**config.mk**
```make
export PLATFORM = sky130hd
export DESIGN_NAME = probe_assoc_correlation_table_unit
export DESIGN_NICKNAME = d
export VERILOG_FILES = /design/src/hw/rtl/pact_pkg.sv /design/src/hw/rtl/probe_assoc_correlation_table_unit.sv
export SDC_FILE = /design/constraint.sdc
export NUM_CORES = 2
export LEC_CHECK = 0
export ABC_AREA = 1
export BUFFER_PORTS_ARGS = -buffer_cell sky130_fd_sc_hd__buf_2
export CORE_ASPECT_RATIO = 2
export CORE_UTILIZATION = 40
export CTS_CLUSTER_DIAMETER = 50
export DETAILED_ROUTE_END_ITERATION = 8
export GPL_TIMING_DRIVEN = 0
export MAX_ROUTING_LAYER = met4
export PLACE_DENSITY = 0.61
export SLEW_MARGIN = 20
export SYNTH_ARGS = -nofsm -noshare
export SYNTH_HDL_FRONTEND = slang
export SYNTH_SLANG_ARGS = --single-unit
```
**constraint.sdc**
```tcl
create_clock -name clk -period 19.19 [get_ports clk]
set_input_delay 3.838 -clock clk [delete_from_list [all_inputs] [get_ports clk]]
set_output_delay 3.838 -clock clk [all_outputs]
set_load 0.05 [all_outputs]
```
**src/hw/rtl/pact_pkg.sv**
```systemverilog
// Package for the probe/association correlation table.
// Holds the request and event codes, the table entry layout and the sequencer states.
// No dependencies.
package pact_pkg;

    localparam int TABLE_ENTRIES_DEF = 16;
    localparam int MAC_W             = 48;
    localparam int HANDLE_W          = 16;
    localparam int AGE_W             = 17;
    localparam int MAX_AGE_W         = 16;
    localparam int REQ_W             = 3;
    localparam int KIND_W            = 2;
    localparam int APB_ADDR_W        = 3;
    localparam int APB_DATA_W        = 32;

    localparam logic [AGE_W-1:0]     AGE_SAT         = '1;
    localparam logic [MAX_AGE_W-1:0] MAX_AGE_RESET   = 16'd64;

    localparam logic [REQ_W-1:0] REQ_PROBE     = 3'd0;
    localparam logic [REQ_W-1:0] REQ_PROBE_RSP = 3'd1;
    localparam logic [REQ_W-1:0] REQ_ASSOC     = 3'd2;
    localparam logic [REQ_W-1:0] REQ_ASSOC_RSP = 3'd3;
    localparam logic [REQ_W-1:0] REQ_AUTH      = 3'd4;
    localparam logic [REQ_W-1:0] REQ_DEAUTH    = 3'd5;
    localparam logic [REQ_W-1:0] REQ_UNHANDLED = 3'd6;

    localparam logic [KIND_W-1:0] EV_FORWARD = 2'd0;
    localparam logic [KIND_W-1:0] EV_STALE   = 2'd1;
    localparam logic [KIND_W-1:0] EV_DROP    = 2'd2;

    localparam logic REG_MAX_AGE = 1'b0;
    localparam logic REG_FWD_EN  = 1'b1;

    typedef enum logic [2:0] {
        ST_IDLE,
        ST_READ,
        ST_EVAL,
        ST_PLACE,
        ST_REQ,
        ST_FLUSH
    } pact_state_t;

    typedef struct packed {
        logic [MAC_W-1:0]    mac;
        logic [HANDLE_W-1:0] handle;
        logic [AGE_W-1:0]    age;
    } pact_entry_t;

    typedef struct packed {
        logic [KIND_W-1:0]   kind;
        logic [MAC_W-1:0]    mac;
        logic [HANDLE_W-1:0] handle;
        logic [AGE_W-1:0]    age;
    } pact_event_t;

endpackage

```
**src/hw/rtl/probe_assoc_correlation_table_unit.sv**
```systemverilog
// Top level of the probe/association correlation table.
// Depends on pact_pkg for codes, entry layout and sequencer states.
//
// One request at a time: a probe request walks every table entry through one
// shared age/compare unit, each entry read from memory and then evaluated and
// written back, after the accepting cycle; a place state then inserts a new MAC
// or drops it when the table is full, and a flush state releases the final event
// before the next request is accepted. An association request walks entries
// until its MAC is found, at most all of them; an authentication request passes
// through the request and flush states; other types stay idle. Each event waits
// in a one-deep hold stage so that the last flag is known, then goes to the
// output register; a stalled output holds the walk. Entry contents sit in a
// single-port memory with registered read; only the valid bits are flip-flops,
// cleared at reset, so no clearing pass is needed.
module probe_assoc_correlation_table_unit
    import pact_pkg::*;
#(
    parameter int TABLE_ENTRIES = TABLE_ENTRIES_DEF
) (
    input  logic                  clk,
    input  logic                  rst_n,

    input  logic                  psel,
    input  logic                  penable,
    input  logic                  pwrite,
    input  logic [APB_ADDR_W-1:0] paddr,
    input  logic [APB_DATA_W-1:0] pwdata,
    output logic [APB_DATA_W-1:0] prdata,
    output logic                  pready,

    input  logic                  in_valid,
    output logic                  in_ready,
    input  logic [REQ_W-1:0]      req_type,
    input  logic [MAC_W-1:0]      src_mac,
    input  logic [HANDLE_W-1:0]   frame_handle,

    output logic                  out_valid,
    input  logic                  out_ready,
    output logic [KIND_W-1:0]     event_kind,
    output logic [MAC_W-1:0]      event_mac,
    output logic [HANDLE_W-1:0]   event_handle,
    output logic [AGE_W-1:0]      event_age,
    output logic                  last
);

    localparam int IDX_W = $clog2(TABLE_ENTRIES);
    localparam logic [IDX_W-1:0] IDX_LAST = IDX_W'(TABLE_ENTRIES - 1);

    pact_state_t state_reg, state_next;

    logic [MAX_AGE_W-1:0]     max_age_reg;
    logic                     fwd_en_reg;
    logic [TABLE_ENTRIES-1:0] valid_reg;

    logic [REQ_W-1:0]    type_reg;
    logic [MAC_W-1:0]    mac_reg;
    logic [HANDLE_W-1:0] handle_reg;
    logic [IDX_W-1:0]    idx_reg;
    logic                hit_reg;
    logic                free_found_reg;
    logic [IDX_W-1:0]    free_idx_reg;

    pact_entry_t mem [TABLE_ENTRIES];
    pact_entry_t rdata_reg;

    logic        pend_valid_reg;
    pact_event_t pend_reg;
    logic        out_valid_reg;
    pact_event_t out_reg;
    logic        out_last_reg;

    logic             in_accept;
    logic             cfg_write;
    logic             is_probe;
    logic             cur_valid;
    logic             mac_hit;
    logic [AGE_W-1:0] age_inc;
    logic             stale;
    logic             idx_last;
    logic             out_free;
    logic             go;
    logic             push;

    logic             emit_req;
    pact_event_t      emit_ev;
    logic             wr_en;
    logic [IDX_W-1:0] wr_addr;
    pact_entry_t      wr_data;
    logic             clr_valid;
    logic             set_valid;

    assign pready    = 1'b1;
    assign cfg_write = psel && penable && pwrite;
    assign in_ready  = (state_reg == ST_IDLE);
    assign in_accept = in_valid && in_ready;

    always_comb
    begin
        case (paddr[2])
            REG_MAX_AGE: prdata = {{(APB_DATA_W-MAX_AGE_W){1'b0}}, max_age_reg};
            REG_FWD_EN:  prdata = {{(APB_DATA_W-1){1'b0}}, fwd_en_reg};
            default:     prdata = '0;
        endcase
    end

    assign is_probe  = (type_reg == REQ_PROBE);
    assign cur_valid = valid_reg[idx_reg];
    assign mac_hit   = cur_valid && (rdata_reg.mac == mac_reg);
    assign age_inc   = (rdata_reg.age == AGE_SAT) ? rdata_reg.age : rdata_reg.age + AGE_W'(1);
    assign stale     = age_inc > {1'b0, max_age_reg};
    assign idx_last  = (idx_reg == IDX_LAST);
    assign out_free  = !out_valid_reg || out_ready;

    // sequencer actions
    always_comb
    begin
        emit_req  = 1'b0;
        emit_ev   = '0;
        wr_en     = 1'b0;
        wr_addr   = idx_reg;
        wr_data   = rdata_reg;
        clr_valid = 1'b0;
        set_valid = 1'b0;
        case (state_reg)
            ST_EVAL:
            begin
                if (is_probe)
                begin
                    if (cur_valid)
                    begin
                        if (stale)
                        begin
                            emit_req  = 1'b1;
                            emit_ev   = '{EV_STALE, rdata_reg.mac, rdata_reg.handle, age_inc};
                            clr_valid = 1'b1;
                        end
                        else
                        begin
                            wr_en          = 1'b1;
                            wr_data.age    = age_inc;
                            wr_data.handle = mac_hit ? handle_reg : rdata_reg.handle;
                        end
                    end
                end
                else if (mac_hit)
                begin
                    clr_valid = 1'b1;
                    emit_req  = fwd_en_reg;
                    emit_ev   = '{EV_FORWARD, rdata_reg.mac, rdata_reg.handle, '0};
                end
            end
            ST_PLACE:
            begin
                if (!hit_reg)
                begin
                    if (free_found_reg)
                    begin
                        wr_en     = 1'b1;
                        wr_addr   = free_idx_reg;
                        wr_data   = '{mac_reg, handle_reg, '0};
                        set_valid = 1'b1;
                    end
                    else
                    begin
                        emit_req = 1'b1;
                        emit_ev  = '{EV_DROP, mac_reg, handle_reg, '0};
                    end
                end
            end
            ST_REQ:
            begin
                emit_req = fwd_en_reg;
                emit_ev  = '{EV_FORWARD, mac_reg, handle_reg, '0};
            end
            default:
            begin
                emit_req = 1'b0;
            end
        endcase
    end

    always_comb
    begin
        if (state_reg == ST_FLUSH)
        begin
            go   = !pend_valid_reg || out_free;
            push = pend_valid_reg && out_free;
        end
        else
        begin
            go   = !emit_req || !pend_valid_reg || out_free;
            push = emit_req && pend_valid_reg && out_free;
        end
    end

    always_comb
    begin
        state_next = state_reg;
        case (state_reg)
            ST_IDLE:
            begin
                if (in_valid)
                begin
                    if (req_type == REQ_PROBE || req_type == REQ_ASSOC)
                        state_next = ST_READ;
                    else if (req_type == REQ_AUTH)
                        state_next = ST_REQ;
                end
            end
            ST_READ:
            begin
                state_next = ST_EVAL;
            end
            ST_EVAL:
            begin
                if (go)
                begin
                    if (!is_probe && mac_hit)
                        state_next = ST_REQ;
                    else if (idx_last)
                        state_next = is_probe ? ST_PLACE : ST_REQ;
                    else
                        state_next = ST_READ;
                end
            end
            ST_PLACE:
            begin
                if (go)
                    state_next = ST_FLUSH;
            end
            ST_REQ:
            begin
                if (go)
                    state_next = ST_FLUSH;
            end
            ST_FLUSH:
            begin
                if (go)
                    state_next = ST_IDLE;
            end
            default:
            begin
                state_next = ST_IDLE;
            end
        endcase
    end

    always_ff @(posedge clk or negedge rst_n)
    begin
        if (!rst_n)
        begin
            state_reg      <= ST_IDLE;
            max_age_reg    <= MAX_AGE_RESET;
            fwd_en_reg     <= 1'b1;
            valid_reg      <= '0;
            idx_reg        <= '0;
            hit_reg        <= 1'b0;
            free_found_reg <= 1'b0;
            free_idx_reg   <= '0;
            pend_valid_reg <= 1'b0;
            out_valid_reg  <= 1'b0;
        end
        else
        begin
            state_reg <= state_next;

            if (cfg_write)
            begin
                case (paddr[2])
                    REG_MAX_AGE: max_age_reg <= pwdata[MAX_AGE_W-1:0];
                    REG_FWD_EN:  fwd_en_reg  <= pwdata[0];
                    default:     max_age_reg <= max_age_reg;
                endcase
            end

            if (in_accept)
            begin
                idx_reg        <= '0;
                hit_reg        <= 1'b0;
                free_found_reg <= 1'b0;
            end

            if (go)
            begin
                if (clr_valid)
                    valid_reg[idx_reg] <= 1'b0;
                if (set_valid)
                    valid_reg[free_idx_reg] <= 1'b1;
                if (state_reg == ST_EVAL)
                begin
                    if (!idx_last)
                        idx_reg <= idx_reg + IDX_W'(1);
                    if (is_probe)
                    begin
                        if (cur_valid && !stale && mac_hit)
                            hit_reg <= 1'b1;
                        if ((!cur_valid || stale) && !free_found_reg)
                        begin
                            free_found_reg <= 1'b1;
                            free_idx_reg   <= idx_reg;
                        end
                    end
                end
                if (emit_req)
                    pend_valid_reg <= 1'b1;
                else if (state_reg == ST_FLUSH)
                    pend_valid_reg <= 1'b0;
            end

            if (push)
                out_valid_reg <= 1'b1;
            else if (out_ready)
                out_valid_reg <= 1'b0;
        end
    end

    always_ff @(posedge clk)
    begin
        if (in_accept)
        begin
            type_reg   <= req_type;
            mac_reg    <= src_mac;
            handle_reg <= frame_handle;
        end
        if (go && emit_req)
            pend_reg <= emit_ev;
        if (push)
        begin
            out_reg      <= pend_reg;
            out_last_reg <= (state_reg == ST_FLUSH);
        end
    end

    always_ff @(posedge clk)
    begin
        if (go && wr_en)
            mem[wr_addr] <= wr_data;
        if (state_reg == ST_READ)
            rdata_reg <= mem[idx_reg];
    end

    assign out_valid    = out_valid_reg;
    assign event_kind   = out_reg.kind;
    assign event_mac    = out_reg.mac;
    assign event_handle = out_reg.handle;
    assign event_age    = out_reg.age;
    assign last         = out_last_reg;

endmodule

```
Word level (Yosys, flattened, before mapping). Memories as Yosys holds them, arrays and structs flattened. A register that Yosys moved wholly into a read port is not among the register bits. Index checks and enable logic that the tools add are counted.

Equal/unequal tests: 15. Add/subtract/negate cells: 2. Bitwise operators: 4. Multiplexer cells: 78. $lt $le $gt $ge: 5. Reduce and logical (&&, ||, !) cells: 39.

Operators with widths (number): $mux 83 (3); $pmux 83 s3 (1); $mux 81 (3); $mux 82 (2); $mux 33 (3); $pmux 33 s2 (1); $mux 16 (4); $pmux 32 s2 (1); $eq 48x48->1 (1); $mux 48 (1); $mux 1 (36); $mux 4 (7); $mux 3 (9); $add 17x1->17 const B (1); $eq 17x17->1 const B (1); $gt 17x16->1 (1); $mux 17 (1); $and 16x16->16 (1); $not 16->16 (1); $or 16x16->16 (1); $logic_and 1x1->1 (15); $pmux 3 s5 (1); $lt 4x5->1 const B (2); $eq 3x2->1 const B (3); other kinds (21) (43).

Logic and storage cells: 166. Bits in registers: 282. Memories kept: 1. Input bits: 109. RAM bits: 1296. Output and inout bits: 119.

Memory list: mem (depth 16, bits a word 81, rd ports 1, clocked after memory_dff 1, wr ports 1, RTL line probe_assoc_correlation_table_unit.sv:63) `pact_entry_t mem [TABLE_ENTRIES];`.

Depth between registers and ports, before layout.
Depth in word-level cells: 14. Depth in mapped cells: 27. Depth with buffers taken out: 26.

Worst setup path after synthesis. No wires, ideal clock.

Path kind: input to output. Start point: in paddr[2]. End point: out prdata[10]. Arrival: 4.907 ns. Setup slack: 10.445 ns. Data required time: 15.352 ns. Cell stages on the path: 3. Buffers on the path: 2. Cells stage by stage: clkbuf_1 > buf_1 > nor2_1.

Cells in the longest elaborated chain, start to end: 2.

RTL lines: from (decl) (RTL line probe_assoc_correlation_table_unit.sv:26) `input logic [APB_ADDR_W-1:0] paddr,`; $not 1->1; $pmux 32 s2 (*) (RTL line probe_assoc_correlation_table_unit.sv:99) `case (paddr[2])`; to (decl) (RTL line probe_assoc_correlation_table_unit.sv:28) `output logic [APB_DATA_W-1:0] prdata,`.

Every way passes the cells marked *; elsewhere a longest branch is shown, timed or not. The select of a mux whose other input is x is not followed.

Worst setup path in the final report.
Start point: in paddr[2]. End point: out prdata[11].

The elaborated chain is that of the path after synthesis.

==> results.ini <==
[status]
status=complete, no violations

[global_route]
grt_pass1_vias=44600
grt_use_met3_pct=4.21
busiest_layer=met2
grtUsageTotal_pct=25.8
gr-usage-met2_pct=43.8
use_met1_pct=28.1
grt_pass1_wl_um=299000
antenna_found_initial=11
overflow=0
grt_max_degree=51

[pwr]
clock_power_share_pct=28.4
switchingPower_mw=3.79
total_power_mw=10.7
p_seq_share_pct=43.6
p_int_mw=6.88
powerDensity_nw_per_um2=139
pwr-share-comb_pct=28.0
p_sw_share_pct=35.5
vdd_ir_drop_max_v=0.000111
p_leak_nw=26.5

[sta]
slew_headroom_pct=15.6
fmax_mhz=115
finalSetupTns_ps=0
final_hold_viol_count=0
finalWorstSetupSlack_ps=10510
min_period_ps=8680
finalSetupViolCount=0
fin_crit_sh_pct=45.3
worstMarginPinSlew_ps=1270
rsz0062_at_grt=no
slew_violations=0
finalClockSkew_ps=51.1

[clocking]
cts_resized=0
cts-root-buf=clkbuf_16
clk_pin_slew_ps=60
cts.sinks=1659
htree_levels=4
cts_tree=built
clkLatencyLatePin_ps=810
cts_buffers=151
hold_buffers=0
cts_setup_buffers=0
clock_path_buffers=3

[routing]
first_iter_violations=5118
postRouteAntennaNets=0
first_pass_iters=8
drc=0
wl_per_cell_um=26.6
via_per_inst=5.71
drt_wl_total_um=211000
vias=45300

[layout]
drive_above_1_share_pct=11.6
area_delta_synth_final_pct=16.6
largest_reg_flops=1296
fin_cells=7934
fin_nets=5819
finish.utilization_pct=47.0

[synthesis]
synth_top_area_cell=edfxtp_1
yosysWarnings=0
synth_cell_types=42
ys.flop_type=edfxtp_1
syn_inst=5219
synth_top_area_share_pct=73.3
synth.avg_cell_area_um2=12.6
netlist_area_um2=66000
async_flop_share_pct=2.89
ys_seq_elements=1659
synth_edf_count=1611
seq_area_frac_synth_pct=75.1
synth_area_leaders=edfxtp_1 73%, o21ai_0 5.8%, nor2_1 4.5%

[place]
place.gp.congestion=0.928
numPortBuffers=191
dp.cells=7655
pre_cts_slack_ps=10470
dp_hpwl_um=148000

[job]
maxCapViolations=0

[critical_path]
cp_data_required_time_ps=15350
cp_data_arrival_time_ps=4850
start_kind=input pin
cp_max_fo=10
crit_path_end_kind=primary output
path_class=in2out

[floorplan]
dieArea_um2=167000
die-width_um=289
num_rows=210
ios=228
start_util_pct=40.3
die_y_um=576
coreArea_um2=164000

[min_path]
min_path_type=reg2reg

==> cell type report <==
cell class                 count  area (um^2)
timing repair buffer         302         3080
clock inverter                97          976
clock buffer                 178         3900
fill                       14200        86700
multi-input combinational   3008        14500
sequential                  1659        49600
tap                         2120         2650
buffer                       322         1350
antenna                        3         7.51
inverter                     245          926
==> cell families (layout without fill, tap and decap cells) <==
| logic type | count (synthesis) | in the layout | synth area share [%] |
|---|---|---|---|
| buffers and inverters | 567 | 1144 | 3.41 |
| DFF | 1659 | 1659 | 75.1 |
| other | 2 | 20 | 0.0114 |
| AOI/OAI and AO/OA | 1232 | 1232 | 10.3 |
| and+or+nand+nor | 1721 | 1721 | 10.5 |
| adders and majority gates | 21 | 21 | 0.398 |
| xor gates and xnor gates | 17 | 17 | 0.226 |
==> Yosys cell counts (9+ instances only) <==
cell	count
edfxtp_1	1611
nor2_1	787
o21ai_0	764
nand2_1	751
o22ai_1	377
clkbuf_1	256
inv_1	228
nand4_1	94
nand3_1	57
dfrtp_1	46
a21oi_1	38
buf_1	28
ha_1	21
buf_4	20
o211ai_1	19
a22oi_1	16
buf_2	15
inv_2	13
xor2_1	13
o22ai_2	10
nor3_1	9
==> worst max-delay path, cell delays in order <==
cell,delay [ps]
clkbuf_1,310
buf_1,380
nor2_1,90
buf_2,220
==> worst paths after layout <==
path	cells past startpoint	slack, ps	from	endpoint
worst max-delay path	4	10510	paddr[2]	prdata[11]
worst min-delay path	0	420	pend_reg[4]$_DFFE_PP_	event_age[4]$_DFFE_PP_
worst max register to register	24	12750	rdata_reg[0]$_DFFE_PP_	mem[5][34]$_DFFE_PP_
worst min register to register	0	420	pend_reg[4]$_DFFE_PP_	event_age[4]$_DFFE_PP_
max in group asynchronous	1	15570	rst_n	max_age_reg[8]$_DFFE_PN0P_
min in group asynchronous	1	3110	rst_n	valid_reg[14]$_DFFE_PN0P_
==> cell usage in the layout (no fill, tap or decap), types with 31 or more instances in the layout <==
cell | Yosys | routed
clkinv_1 | 2 | 32
nand3_1 | 57 | 57
buf_12 | 0 | 41
nand4_1 | 94 | 94
inv_1 | 228 | 227
buf_16 | 0 | 37
dfrtp_1 | 46 | 46
buf_4 | 20 | 46
buf_2 | 15 | 206
a21oi_1 | 38 | 38
clkbuf_16 | 0 | 152
nand2_1 | 751 | 751
nor2_1 | 787 | 770
clkbuf_1 | 256 | 263
o21ai_1 | 4 | 34
o21ai_0 | 764 | 703
o22ai_1 | 377 | 377
o21ai_2 | 0 | 31
edfxtp_1 | 1611 | 1611
==> power groups by stage <==
stage	sequential [mW]	clock (mW)	combinational (mW)
global route	4.65	3.17	3.15
global placement	4.77	0	2.75
CTS	4.64	3.04	2.94
finish	4.65	3.03	2.99
detailed placement	4.72	0	2.92
floorplan	4.74	0	1.54
==> through the flow <==
| step | hold slack (ps) | instance area, um^2 |
|---|---|---|
| after global routing | 421 | 76900 |
| final | 418 | 76900 |
| after floorplan | 400 | 66100 |
| after CTS | 419 | 76900 |
| after detailed placement | 405 | 72000 |
| after global placement | 404 | 69700 |
==> metal layers <==
| metal | share of wire, % | vias up |
|---|---|---|
| li1 | - | 19800 |
| met5 | 0 | - |
| met2 | 51 | 2447 |
| met4 | 7.0 | 0 |
| met3 | 8.0 | 647 |
| met1 | 34 | 22400 |
Note: power is estimated with default switching activity, not from simulation.
